<file path="src/sixteen_bit_instruction_decoder_core_assert.svh">
// Assertion macros for the instruction decoder RTL.
`ifndef SIXTEEN_BIT_INSTRUCTION_DECODER_CORE_ASSERT_SVH
`define SIXTEEN_BIT_INSTRUCTION_DECODER_CORE_ASSERT_SVH

// Same-cycle implication, sampled on the rising clock edge, off during reset.
`define SBID_ASSERT_NOW(label, ante, cons) \
  label: assert property (@(posedge clk_i) disable iff (!rst_ni) (ante) |-> (cons)) \
    else $error("decoder assertion failed");

// Next-cycle implication, sampled on the rising clock edge, off during reset.
`define SBID_ASSERT_NEXT(label, ante, cons) \
  label: assert property (@(posedge clk_i) disable iff (!rst_ni) (ante) |=> (cons)) \
    else $error("decoder assertion failed");

`endif

</file>
<file path="src/sbid_pkg.sv">
// Package with opcode numbers, decode patterns and the result type of the decoder.
package sbid_pkg;

  localparam int unsigned WordW   = 16;
  localparam int unsigned OpcodeW = 5;

  // Dense opcode numbers.
  localparam logic [OpcodeW-1:0] OP_AR0 = 5'd0;
  localparam logic [OpcodeW-1:0] OP_JMP = 5'd1;
  localparam logic [OpcodeW-1:0] OP_SAR = 5'd2;
  localparam logic [OpcodeW-1:0] OP_R2C = 5'd6;
  localparam logic [OpcodeW-1:0] OP_NEG = 5'd10;
  localparam logic [OpcodeW-1:0] OP_SL4 = 5'd14;
  localparam logic [OpcodeW-1:0] OP_CPY = 5'd18;
  localparam logic [OpcodeW-1:0] OP_SHR = 5'd25;

  // Condition code that selects the immediate load form.
  localparam logic [2:0] COND_AR0 = 3'd7;

  // Bits 12, 11, 7 and 6 all set mark a jump.
  localparam logic [WordW-1:0] JMP_MASK = 16'h18C0;

  // Bits 12..6 patterns of the single-operand groups.
  localparam logic [6:0] GRP_SAR = 7'h06;
  localparam logic [6:0] GRP_R2C = 7'h16;
  localparam logic [6:0] GRP_NEG = 7'h0E;
  localparam logic [6:0] GRP_SL4 = 7'h1E;

  typedef struct packed {
    logic [OpcodeW-1:0] opcode;
    logic [2:0]         condition;
    logic [WordW-1:0]   ar0_value;
    logic               ar0_shift;
    logic signed [7:0]  jump_offset;
    logic [WordW-1:0]   jump_target;
    logic [3:0]         dest_reg;
    logic               dest_is_mem;
    logic [3:0]         src_reg;
    logic               src_is_mem;
  } result_t;

endpackage

</file>
<file path="src/sixteen_bit_instruction_decoder_core.sv">
// Top level of the instruction decoder: input register, decode logic and result register.
//
// Use: the slave stream carries one instruction word and its word address per
// beat; the master stream returns one decoded result beat for every input beat,
// in order. There is no configuration.
// Path: an accepted beat is captured in the input register, decoded, then
// loaded into the result register, from which it leaves on the master stream.
// Throughput: one beat per cycle while tready is high. The decode between the
// two registers is a single pass of muxing and one 16-bit add for the jump target.
// Stalls: when the receiver holds tready low, the result register keeps its
// beat and the input register can still take one more beat; after that,
// s_axis_tready drops until the master side drains.
// Reset: both valid flags clear, so no beat is pending and both sides start
// empty; the block can take a beat as soon as reset is released.
module sixteen_bit_instruction_decoder_core (
  input  logic        clk_i,
  input  logic        rst_ni,
  input  logic        s_axis_tvalid,
  output logic        s_axis_tready,
  // instr_word [15:0], instr_addr [31:16]
  input  logic [31:0] s_axis_tdata,
  output logic        m_axis_tvalid,
  input  logic        m_axis_tready,
  // opcode [4:0], condition [7:5], ar0_value [23:8], ar0_shift [24],
  // jump_offset [32:25], jump_target [48:33], dest_reg [52:49],
  // dest_is_mem [53], src_reg [57:54], src_is_mem [58], zero [63:59]
  output logic [63:0] m_axis_tdata
);

  `include "sixteen_bit_instruction_decoder_core_assert.svh"

  logic                       in_valid_q;
  logic [sbid_pkg::WordW-1:0] word_q;
  logic [sbid_pkg::WordW-1:0] addr_q;
  logic                       out_valid_q;
  sbid_pkg::result_t          result_d;
  sbid_pkg::result_t          result_q;
  logic                       out_ready;

  // The result register can load when it is empty or its beat leaves now.
  assign out_ready     = !out_valid_q || m_axis_tready;
  assign s_axis_tready = !in_valid_q || out_ready;

  always_ff @(posedge clk_i or negedge rst_ni) begin
    if (!rst_ni) begin
      in_valid_q <= 1'b0;
    end else if (s_axis_tready) begin
      in_valid_q <= s_axis_tvalid;
    end
  end

  always_ff @(posedge clk_i) begin
    if (s_axis_tvalid && s_axis_tready) begin
      word_q <= s_axis_tdata[15:0];
      addr_q <= s_axis_tdata[31:16];
    end
  end

  sbid_decode u_decode (
    .word_i   (word_q),
    .addr_i   (addr_q),
    .result_o (result_d)
  );

  always_ff @(posedge clk_i or negedge rst_ni) begin
    if (!rst_ni) begin
      out_valid_q <= 1'b0;
    end else if (out_ready) begin
      out_valid_q <= in_valid_q;
    end
  end

  always_ff @(posedge clk_i) begin
    if (out_ready && in_valid_q) begin
      result_q <= result_d;
    end
  end

  assign m_axis_tvalid = out_valid_q;
  assign m_axis_tdata  = {5'b00000,
                          result_q.src_is_mem,
                          result_q.src_reg,
                          result_q.dest_is_mem,
                          result_q.dest_reg,
                          result_q.jump_target,
                          result_q.jump_offset,
                          result_q.ar0_shift,
                          result_q.ar0_value,
                          result_q.condition,
                          result_q.opcode};

  // A new result only appears when the input register held a beat.
  `SBID_ASSERT_NOW(a_rise_from_input, $rose(out_valid_q), $past(in_valid_q))
  // Opcode numbers stop at the last ALU operation.
  `SBID_ASSERT_NOW(a_opcode_range, out_valid_q, result_q.opcode <= sbid_pkg::OP_SHR)
  // A jump never carries the immediate-load condition.
  `SBID_ASSERT_NOW(a_jump_cond, out_valid_q && result_q.opcode == sbid_pkg::OP_JMP,
                   result_q.condition != sbid_pkg::COND_AR0)
  // Immediate loads leave the jump and operand fields clear.
  `SBID_ASSERT_NOW(a_ar0_clear, out_valid_q && result_q.opcode == sbid_pkg::OP_AR0,
                   result_q.jump_target == 16'd0 && result_q.src_reg == 4'd0)
  // A full input register behind a stalled output keeps the slave side stalled.
  `SBID_ASSERT_NOW(a_backpressure, in_valid_q && out_valid_q && !m_axis_tready,
                   !s_axis_tready)

endmodule

</file>
<file path="src/sbid_decode.sv">
// Combinational decode of one instruction word and its address into result fields.
module sbid_decode (
  input  logic [sbid_pkg::WordW-1:0] word_i,
  input  logic [sbid_pkg::WordW-1:0] addr_i,
  output sbid_pkg::result_t          result_o
);

  logic [6:0]                 group;
  logic [7:0]                 offset;
  logic [sbid_pkg::WordW-1:0] offset_ext;

  assign group      = word_i[12:6];
  assign offset     = {word_i[10], word_i[9], word_i[5:0]};
  assign offset_ext = {{8{offset[7]}}, offset};

  always_comb begin
    result_o           = '0;
    result_o.condition = word_i[15:13];
    if (word_i[15:13] == sbid_pkg::COND_AR0) begin
      result_o.opcode    = sbid_pkg::OP_AR0;
      result_o.ar0_shift = word_i[12];
      result_o.ar0_value = word_i[12] ? {word_i[11:0], 4'b0000} : {4'b0000, word_i[11:0]};
    end else if ((word_i & sbid_pkg::JMP_MASK) == sbid_pkg::JMP_MASK) begin
      result_o.opcode      = sbid_pkg::OP_JMP;
      result_o.jump_offset = offset;
      // The target wraps at 16 bits.
      result_o.jump_target = addr_i + 16'd1 + offset_ext;
    end else begin
      case (group)
        sbid_pkg::GRP_SAR: begin
          result_o.opcode  = sbid_pkg::OP_SAR + {3'b000, word_i[5:4]};
          result_o.src_reg = word_i[3:0];
        end
        sbid_pkg::GRP_R2C: begin
          result_o.opcode  = sbid_pkg::OP_R2C + {3'b000, word_i[5:4]};
          result_o.src_reg = word_i[3:0];
        end
        sbid_pkg::GRP_NEG: begin
          result_o.opcode  = sbid_pkg::OP_NEG + {3'b000, word_i[5:4]};
          result_o.src_reg = word_i[3:0];
        end
        sbid_pkg::GRP_SL4: begin
          result_o.opcode  = sbid_pkg::OP_SL4 + {3'b000, word_i[5:4]};
          result_o.src_reg = word_i[3:0];
        end
        default: begin
          result_o.opcode      = sbid_pkg::OP_CPY + {2'b00, word_i[12:10]};
          result_o.dest_is_mem = word_i[9];
          result_o.dest_reg    = word_i[8:5];
          result_o.src_is_mem  = word_i[4];
          result_o.src_reg     = word_i[3:0];
        end
      endcase
    end
  end

endmodule

</file>
<file path="config.mk">
export PLATFORM = sky130hd
export DESIGN_NAME = sixteen_bit_instruction_decoder_core
export DESIGN_NICKNAME = d
export VERILOG_FILES = /design/src/sbid_pkg.sv /design/src/sixteen_bit_instruction_decoder_core.sv /design/src/sbid_decode.sv
export VERILOG_INCLUDE_DIRS = /design/src /design/src/src
export SDC_FILE = /design/constraint.sdc
export NUM_CORES = 1
export LEC_CHECK = 0
export ABC_CLOCK_PERIOD_IN_PS = 6300
export BUFFER_PORTS_ARGS = -buffer_cell sky130_fd_sc_hd__buf_2
export CAP_MARGIN = 20
export CORE_MARGIN = 2
export CORE_UTILIZATION = 40
export DETAILED_ROUTE_END_ITERATION = 12
export GPL_TIMING_DRIVEN = 1
export PLACE_DENSITY = 0.59
export SLEW_MARGIN = 20
export SYNTH_ARGS = -nofsm -noshare
export SYNTH_HDL_FRONTEND = slang
export SYNTH_SLANG_ARGS = --single-unit
</file>
<file path="constraint.sdc">
create_clock -name clk_i -period 6.3 [get_ports clk_i]
set_clock_uncertainty 0.2 [all_clocks]
set_input_delay 1.26 -clock clk_i [delete_from_list [all_inputs] [get_ports clk_i]]
set_output_delay 1.26 -clock clk_i [all_outputs]
set_load 0.005 [all_outputs]
</file>
# Word level (Yosys, flattened, before mapping)
# Cells that the tools add are included.
[totals]
regBits = 93
input_bits = 36
out_inout_bits = 66
wordCells = 46
[op_classes]
add_sub_neg = 7
n_eq_ne = 6
n_mux = 3
bitwise = 2
reduce_logical = 11
[ops]
columns = ["cell", "count"]
rows = [
  ["$pmux W5 S4", 1],
  ["$add A16 B1 Y16 const B", 1],
  ["$add A16 B16 Y16", 1],
  ["$eq A7 B5 Y1 const B", 2],
  ["$mux W12", 1],
  ["$add A4 B2 Y5 const A", 2],
  ["$eq A7 B3 Y1 const B", 1],
  ["$eq A7 B4 Y1 const B", 1],
  ["$reduce_or A2 Y1", 3],
  ["$reduce_or A6 Y1", 1],
  ["$add A5 B3 Y5 const A", 1],
  ["$add A3 B2 Y4 const A", 1],
  ["$eq A4 B4 Y1 const B", 1],
  ["$add A2 B2 Y3 const A", 1],
  ["$eq A3 B3 Y1 const B", 1],
  ["$logic_and A1 B1 Y1", 2],
  ["$logic_not A1 Y1", 2],
  ["$logic_or A1 B1 Y1", 2],
  ["$not A1 Y1", 2],
  ["$reduce_and A2 Y1", 1],
  ["$mux W1", 1],
]

# Logic depth before layout (Yosys ltp)
# Gate-level depths: netlist of the first run.
[depth]
depth_word = 4
mapped_depth = 10
ltp_nobuf = 10

# By module
# A second synthesis of the first run with hierarchy kept.
[hier_totals]
hier_cells = 287
area_unflattened_um2 = 4081.4
[by_module_without_submodules]
columns = ["mod", "n_inst", "cells_each", "area_per_inst_um2", "seq_area_each_um2"]
rows = [
  ["sixteen_bit_instruction_decoder_core", 1, 105, 2877.8, 2782.7],
  ["sbid_decode", 1, 182, 1203.7, 0.0],
]

# Least setup slack after synthesis of the first run
# No wires, ideal clock.
[synth_path]
kind = "input -> register"
from = "in m_axis_tready"
to = "reg result_q, in the netlist m_axis_tdata[0] (enable)"
setup_ns = 0.423
t_arrival_ns = 2.766
required_ns = 5.677
slack_ns = 2.911
path_stages = 2
n_path_buf = 0
path_cell_list = "nand2b_1 > and2_1"
[synth_via]
elab_chain_cells = 2
[synth_rtl]
columns = ["element", "line", "rtl"]
rows = [
  ["start, declared", "sixteen_bit_instruction_decoder_core.sv:23", "input logic m_axis_tready,"],
  ["$logic_or A1 B1 Y1", "sixteen_bit_instruction_decoder_core.sv:41", "assign out_ready = !out_valid_q || m_axis_tready;"],
  ["$logic_and A1 B1 Y1", "sixteen_bit_instruction_decoder_core.sv:74", "if (out_ready && in_valid_q) begin"],
  ["end signal, assigned", "sixteen_bit_instruction_decoder_core.sv:75", "result_q <= result_d;"],
  ["end, declared", "sixteen_bit_instruction_decoder_core.sv:37", "sbid_pkg::result_t result_q;"],
]
# No other way between the ends.
# A chain may end at the register's enable or synchronous reset.

# Worst setup path after layout of the first run
[layout_path]
from = "in m_axis_tready"
to = "out s_axis_tready"
[layout_via]
elab_chain_cells = 2
[layout_rtl]
columns = ["element", "line", "rtl"]
rows = [
  ["$logic_or A1 B1 Y1", "sixteen_bit_instruction_decoder_core.sv:41", ""],
  ["$logic_or A1 B1 Y1", "sixteen_bit_instruction_decoder_core.sv:42", "assign s_axis_tready = !in_valid_q || out_ready;"],
  ["end, declared", "sixteen_bit_instruction_decoder_core.sv:19", "output logic s_axis_tready,"],
]
# No other way between the ends.

==> out/qor.csv, run 1 <==
stage,metric,value,unit
pwr,Worst IR Drop VDD,0.121,mV
logic_synthesis,post-synthesis average cell area,14.1,µm²
global_routing,first-pass GRT wire length,12.6,mm
logic_synthesis,cell count after synthesis,290,
timing,RSZ-0062 raised after global routing,false,
logic_synthesis,Seq cells post-synth,93,
timing,Max Slew Vio Count,0,
routing,DRT Pass-1 Iters,4,
clock_network,insertion delay to the later sink of the worst-skew pair,0.36,ns
timing,setup TNS,0,ns
cells_and_area,P&R area growth vs syn,20.3,%
logic_synthesis,cell type with the largest total area after synthesis,edfxtp_1,
job,max_cap viols,0,
timing,period utilization,49.7,%
timing,worst hold slack,0.289,ns
worst_hold_path,Hold Crit Class,flip-flop to flip-flop,
timing,Tmin final,3.13,ns
floorplanning,Die Ht,105,µm
routing,DR vias/cell,4.89,
clock_network,CTS resizes,0,
floorplanning,Die Footprint,11000,µm²
pwr,PwrDens,278,nW/µm²
place,DP HPWL,5.55,mm
global_routing,GRT Residual Overflow,0,
status,status,completed,
routing,routed len/inst,15.3,µm
cells_and_area,Ant. Diodes,0,
clock_network,CTS H-tree depth,3,
setup_path,startpoint types,input pin,
floorplanning,IO Pins,102,
logic_synthesis,number of synthesized flops with an enable pin,91,
timing,Hold Fails Final Rpt,0,
logic_synthesis,top post-synthesis cells by area,"edfxtp_1 67%, ha_1 4.9%, nor2_1 2.7%",
clock_network,CTS tree,built,
logic_synthesis,most common flop cell mapped by yosys,edfxtp_1,
routing,drc violations,0,
clock_network,Post-CTS Setup Bufs,0,
setup_path,WP data arrival,1.67,ns
logic_synthesis,largest family of logic cells by synthesized area,simple AND/OR/NAND/NOR gates,
logic_synthesis,synth warn,0,
setup_path,crit-path max FO,3,
setup_path,WP data required,4.84,ns
logic_synthesis,Adder-Cell Fraction of Synth Area,5.39,%
clock_network,CTS max path bufs,2,
timing,fmax,0.319,GHz
pwr,total leakage power,1.99,nW
floorplanning,initial core utilization,41.4,%
routing,Antenna Nets Post-Route,0,
floorplanning,Die Width,105,µm
logic_synthesis,top cells by instance count after synthesis,"91 x edfxtp_1, 29 x nor2_1, 16 x and2_1, 16 x ha_1, 14 x nand2_1",
logic_synthesis,Synth Area in Compound Gates,7.16,%
setup_path,crit path capture type,primary output,
clock_network,"Clk pin slew, worst setup/hold paths",0.10,ns
global_routing,largest net degree at the start of global routing,60,
clock_network,cts hold-fix bufs,0,
cells_and_area,NumNets Final,443,
place,PortBufs,96,
routing,vias,2580,
clock_network,# clock sinks,93,
place,gp weighted congestion,0.819,
setup_path,"Worst Path Class, Setup",input pin to primary output,
logic_synthesis,top-count cell post-synth,edfxtp_1,
logic_synthesis,area share of the largest cell type after synthesis,66.9,%
logic_synthesis,Async SR Flop Fraction,2.15,%
floorplanning,area of the core,9860,µm²
logic_synthesis,Synth cell types,41,
routing,drt total wl,8.07,mm
logic_synthesis,Post-Syn Area,4090,µm²
timing,worst relative slew slack,49.2,%
cells_and_area,number of fill cells,887,
timing,# setup viols final,0,
logic_synthesis,Post-Synth XOR/XNOR Area,2.57,%
timing,Tightest Pin Transition,0.762,ns
cells_and_area,final core utilization,49.9,%
logic_synthesis,multiplexer area fraction after synthesis,2.45,%
global_routing,vias in the first global route,2476,
pwr,Final Total Pwr,1.37,mW
logic_synthesis,register area share after synthesis,68.1,%
routing,Initial DRC Count,137,
cells_and_area,share of cells above drive strength 1,31.1,%
clock_network,clock root buffer,clkbuf_8,
global_routing,antenna violations before repair,0,
floorplanning,row count,36,
clock_network,Num CTS Buffers,9,
global_routing,GRT Overall Usage,14.9,%
logic_synthesis,simple-gate area share of the yosys netlist,12.2,%
## metrics by stage
step / setup WS, ns / instances / area, µm²
global placement: 3.18 / 512 / 4690
CTS: 3.16 / 528 / 4920
global route: 3.13 / 528 / 4920
finish: 3.17 / 528 / 4920
detailed placement: 3.16 / 512 / 4690
floorplan: 2.91 / 294 / 4100
## flip-flops by register name (all words and copies together) (netlist names)
name / flops
word_q: 16
addr_q: 16
m_axis_tdata: 59
m_axis_tvalid: 1
in_valid_q: 1
## kinds of logic after synthesis
| family | Yosys count |
|---|---|
| and+or+nand+nor | 97 |
| buffers and inverters | 17 |
| muxes | 10 |
| DFF | 93 |
| xor gates and xnor gates | 12 |
| adders and majority gates | 17 |
| other | 1 |
| AOI/OAI and AO/OA | 43 |
## worst max-delay path, stage by stage
cell and delay, ns:
buf_2 0.10, nand3b_1 0.17, buf_2 0.14
## path summary, 6_finish.rpt
path	start	cells past startpoint	to	slack [ns]
hold / removal	word_q[14]	0	m_axis_tdata[6]	0.29
setup reg to reg	word_q[0]	10	m_axis_tdata[41]	3.52
max in group asynchronous	rst_ni	1	m_axis_tvalid	5.33
hold reg to reg	word_q[14]	0	m_axis_tdata[6]	0.29
min in group asynchronous	rst_ni	1	in_valid_q	0.47
setup / recovery	m_axis_tready	3	s_axis_tready	3.17
## cell type report
cell class	count	area (µm²)	share of cell area (%)
Inverter	4	15.0	0.305
Multi-Input combinational cell	184	1230	25.1
Clock inverter	6	96.3	1.96
Tap cell	133	166	3.38
Sequential cell	93	2780	56.6
Clock buffer	10	128	2.59
Timing Repair Buffer	98	495	10.1
## per-layer routing
| metal | track usage, % | share of wire (%) | vias to the layer above | wire (µm) |
|---|---|---|---|---|
| li1 | - | - | 1268 | - |
| met1 | 20.1 | 46 | 1232 | 3700 |
| met2 | 23.7 | 48 | 71 | 3890 |
| met3 | 3.18 | 4.5 | 9 | 366 |
| met4 | 6.00 | 1.3 | 0 | 107 |
| met5 | 0 | 0 | - | 0 |
## cell usage in the layout, fill, tap and decap left out, types with 5 or more instances in the layout
master    count
a21oi_1      13
and2_1       15
and3_1        9
buf_2        96
clkbuf_8      9
conb_1        5
edfxtp_1     91
ha_1         16
mux2i_1      10
nand2_1      14
nand2b_1      6
nand3_1       5
nor2_1       29
nor3_1        5
o21ai_0       7
xnor2_1       7
xor2_1        5
## power by group
group          internal (mW)  leakage (nW)  switching [mW]
Combinational         0.0734         0.960          0.0956
Clock                  0.229         0.109           0.213
Sequential             0.732         0.916          0.0240
No activity file was read; power rests on OpenSTA's default activity.
==> inputs of run 2 (changes only) <==
- ABC_AREA: unset -> 1
- ABC_CLOCK_PERIOD_IN_PS: 6300 -> 3000
- clock period: 6.3 -> 3 ns (I/O delays scaled with it)
==> run 2 against run 1 <==
  * Final cell count rose by 22%
  * Critical endpoint is now m_axis_tdata[47]
  * Non-clock buffer count rose by 1
  * Combinational power rose to 2.7 times the previous value
  * Die area rose by 4.0%
  * Highest routed layer unchanged
==> out/qor.csv, run 2 <==
stage,metric,value,unit,change
floorplanning,Die Footprint,11500,µm²,+4.0%
status,status,completed,,
clock_network,"Clk pin slew, worst setup/hold paths",0.10,ns,about the same
setup_path,startpoint types,flip-flop,,
logic_synthesis,number of synthesized flops with an enable pin,91,,unchanged
clock_network,Post-CTS Setup Bufs,0,,unchanged
pwr,PwrDens,581,nW/µm²,+110%
setup_path,crit path capture type,flip-flop,,
global_routing,first-pass GRT wire length,13.6,mm,+7.3%
logic_synthesis,Synth cell types,29,,-29%
pwr,total leakage power,2.36,nW,+19%
setup_path,WP data required,2.93,ns,-1.91 ns
logic_synthesis,area share of the largest cell type after synthesis,64.2,%,-2.7 points
job,max_cap viols,0,,unchanged
clock_network,# clock sinks,93,,unchanged
cells_and_area,max FFs per register,59,,unchanged
timing,RSZ-0062 raised after global routing,false,,
logic_synthesis,register area share after synthesis,65.4,%,-2.7 points
setup_path,crit-path most repeated cell,nand2_1,,
setup_path,Critical R2R Launch,word_q[0],,
floorplanning,Die Ht,107,µm,+2.0%
place,gp weighted congestion,0.852,,+4.0%
global_routing,GRT Residual Overflow,0,,unchanged
logic_synthesis,cell type with the largest total area after synthesis,edfxtp_1,,
place,DP HPWL,6.22,mm,+12%
place,PortBufs,96,,unchanged
routing,vias,2999,,+16%
setup_path,R2R depth,12,,+2
logic_synthesis,Seq cells post-synth,93,,unchanged
cells_and_area,P&R area growth vs syn,20.4,%,about the same
setup_path,"Worst Path Class, Setup",flip-flop to flip-flop,,
routing,Antenna Nets Post-Route,0,,unchanged
clock_network,Num CTS Buffers,9,,unchanged
global_routing,global routing usage on met1,20.2,%,+0.037 points
timing,fmax,0.450,GHz,
clock_network,CTS resizes,0,,unchanged
worst_hold_path,Hold Crit Class,input pin to flip-flop,,
timing,Hold Fails Final Rpt,0,,unchanged
clock_network,CTS H-tree depth,3,,unchanged
timing,Tmin final,2.22,ns,
cells_and_area,Ant. Diodes,0,,unchanged
cells_and_area,area occupied by multi-input gates,1190,µm²,-3.7%
clock_network,CTS tree,built,,
timing,period utilization,74.1,%,
routing,routed len/inst,13.2,µm,-14%
worst_hold_path,sink of the worst hold path,addr_q[6],,
logic_synthesis,top post-synthesis cells by area,"edfxtp_1 64%, nand2_1 7.6%, inv_1 5.7%",,
setup_path,WP data arrival,2.15,ns,+0.48 ns
floorplanning,initial core utilization,41.2,%,-0.21 points
setup_path,crit-path max FO,5,,+2
setup_path,R2R Setup Slk,0.78,ns,-2.74 ns
routing,DRT Pass-1 Iters,4,,unchanged
routing,Initial DRC Count,217,,+58%
routing,drc violations,0,,unchanged
clock_network,clock root buffer,clkbuf_8,,
routing,drt total wl,8.51,mm,+5.4%
logic_synthesis,synth warn,0,,unchanged
setup_path,WP buf/inv,2,,unchanged
setup_path,crit-path cells,"inv_1, ha_1, inv_1, fa_1, nand2_1, nand3_1, nand3_1, nand2_1, nand2_1, nand3_1, nand2_1, nor2_1",,
worst_hold_path,WHS Path Cells,1,,+1
global_routing,largest net degree at the start of global routing,60,,unchanged
clock_network,insertion delay to the later sink of the worst-skew pair,0.37,ns,about the same
global_routing,GR peak layer,met2,,
timing,setup TNS,0,ns,unchanged
logic_synthesis,Async SR Flop Fraction,2.15,%,unchanged
logic_synthesis,Post-Syn Area,4260,µm²,+4.1%
cells_and_area,Reg area,2780,µm²,unchanged
logic_synthesis,top-count cell post-synth,edfxtp_1,,
cells_and_area,share of cells above drive strength 1,24.4,%,-6.7 points
floorplanning,IO Pins,102,,unchanged
global_routing,met3 GRT Util,4.07,%,+0.89 points
cells_and_area,NumNets Final,556,,+26%
setup_path,Reg-to-Reg End,m_axis_tdata[47],,
cells_and_area,number of fill cells,946,,+6.7%
global_routing,vias in the first global route,2820,,+14%
setup_path,CP max stage cell,fa_1,,
setup_path,Crit path largest cell delay,0.41,ns,+0.24 ns
logic_synthesis,post-synthesis average cell area,10.7,µm²,-24%
global_routing,antenna violations before repair,0,,unchanged
global_routing,GRT Overall Usage,15.6,%,+0.64 points
global_routing,met2 Track Usage GR,25.4,%,+1.7 points
logic_synthesis,top cells by instance count after synthesis,"91 x edfxtp_1, 86 x nand2_1, 65 x inv_1, 53 x nor2_1, 20 x a21oi_1",,
floorplanning,Die Width,107,µm,+2.0%
floorplanning,area of the core,10300,µm²,+4.7%
timing,Max Slew Vio Count,0,,unchanged
setup_path,Crit path max-delay family,simple AND/OR/NAND/NOR gates,,
clock_network,cts hold-fix bufs,1,,+1
logic_synthesis,most common flop cell mapped by yosys,edfxtp_1,,
clock_network,CTS max path bufs,2,,unchanged
logic_synthesis,cell count after synthesis,398,,+37%
timing,# setup viols final,0,,unchanged
worst_hold_path,Hold Crit Start,s_axis_tdata[22],,
cells_and_area,"most common cell after layout, fill and taps aside",buf_2,,
cells_and_area,"commonest non-fill, non-tap cells in the layout","96 x buf_2, 91 x edfxtp_1, 86 x nand2_1",,
floorplanning,row count,37,,+2.8%
routing,DR vias/cell,4.66,,-4.7%
pwr,Final Total Pwr,2.98,mW,+120%
pwr,Worst IR Drop VDD,0.239,mV,+97%
run 2: changes by cell type in the layout (fill, tap and decap cells not counted), moves of 5 or more:
| cell | change |
|---|---|
| and2_1 | -15 |
| nor2_1 | +24 |
| o22ai_1 | +7 |
| nand3_1 | +13 |
| xor2_1 | -5 |
| mux2i_1 | -10 |
| inv_1 | +61 |
| nand2_1 | +72 |
| xnor2_1 | -6 |
| nand2b_1 | -6 |
| and3_1 | -9 |
| a21oi_1 | +6 |
run 2: how the worst max path moves through the flow:
stage                   from          endpoint  slack (ns)  depth (start not counted)
3_5_place_dp       word_q[0]  m_axis_tdata[45]        0.78                         10
3_3_place_gp       word_q[0]  m_axis_tdata[45]        0.82                         10
2_1_floorplan  m_axis_tready   m_axis_tdata[0]        0.70                          2
5_1_grt            word_q[0]  m_axis_tdata[47]        0.58                         12
6_report           word_q[0]  m_axis_tdata[47]        0.78                         12
4_1_cts            word_q[0]  m_axis_tdata[45]        0.77                         10
run 2: cells by family after synthesis:
kind of cell	Yosys count	synth area share (%)
AND/OR/NAND/NOR	173	17.1
flip-flops	93	65.4
buffers and inverters	75	7.32
AO/OA/AOI/OAI	38	4.76
adder cells (fa/ha/maj)	17	5.17
XOR/XNOR	1	0.206
other	1	0.0881
run 2: worst reg2reg max path, stage by stage, from the launching register on:
cell	delay (ns)
edfxtp_1	0.37
inv_1	0.15
ha_1	0.17
inv_1	0.07
fa_1	0.41
nand2_1	0.10
nand3_1	0.07
nand3_1	0.07
nand2_1	0.10
nand2_1	0.10
nand3_1	0.08
nand2_1	0.07
nor2_1	0.04
run 2: area by class of cell:
cell class                 instances  share of cell area [%]
clock buffer                       9                    2.42
clock inverter                     7                    1.81
inverter                          66                    4.84
multi-input combinational        234                    23.2
sequential                        93                    54.3
tap                              136                    3.32
timing repair buffer              99                    10.1
run 2: per-stage QoR:
stage	utilization (%)	hold slack, ns	worst slack, ns	std cells	instance area, µm²
floorplan	-	0.104	0.698	402	4280
global placement	47.4	0.187	0.822	627	4900
detailed placement	47.4	0.190	0.784	627	4900
CTS	49.6	0.177	0.766	644	5120
global route	49.6	0.176	0.585	644	5120
finish	49.6	0.194	0.778	644	5120
run 2: where the power goes:
group          switching [mW]  internal [mW]  total, mW
clock network           0.492          0.407      0.898
registers              0.0472           1.57       1.62
logic                   0.289          0.171      0.460
run 2: metal layers:
layer,share of wire [%],vias up
met3,5.1,9
met2,48,93
met5,0,-
met1,45,1374
met4,1.7,0
li1,-,1523
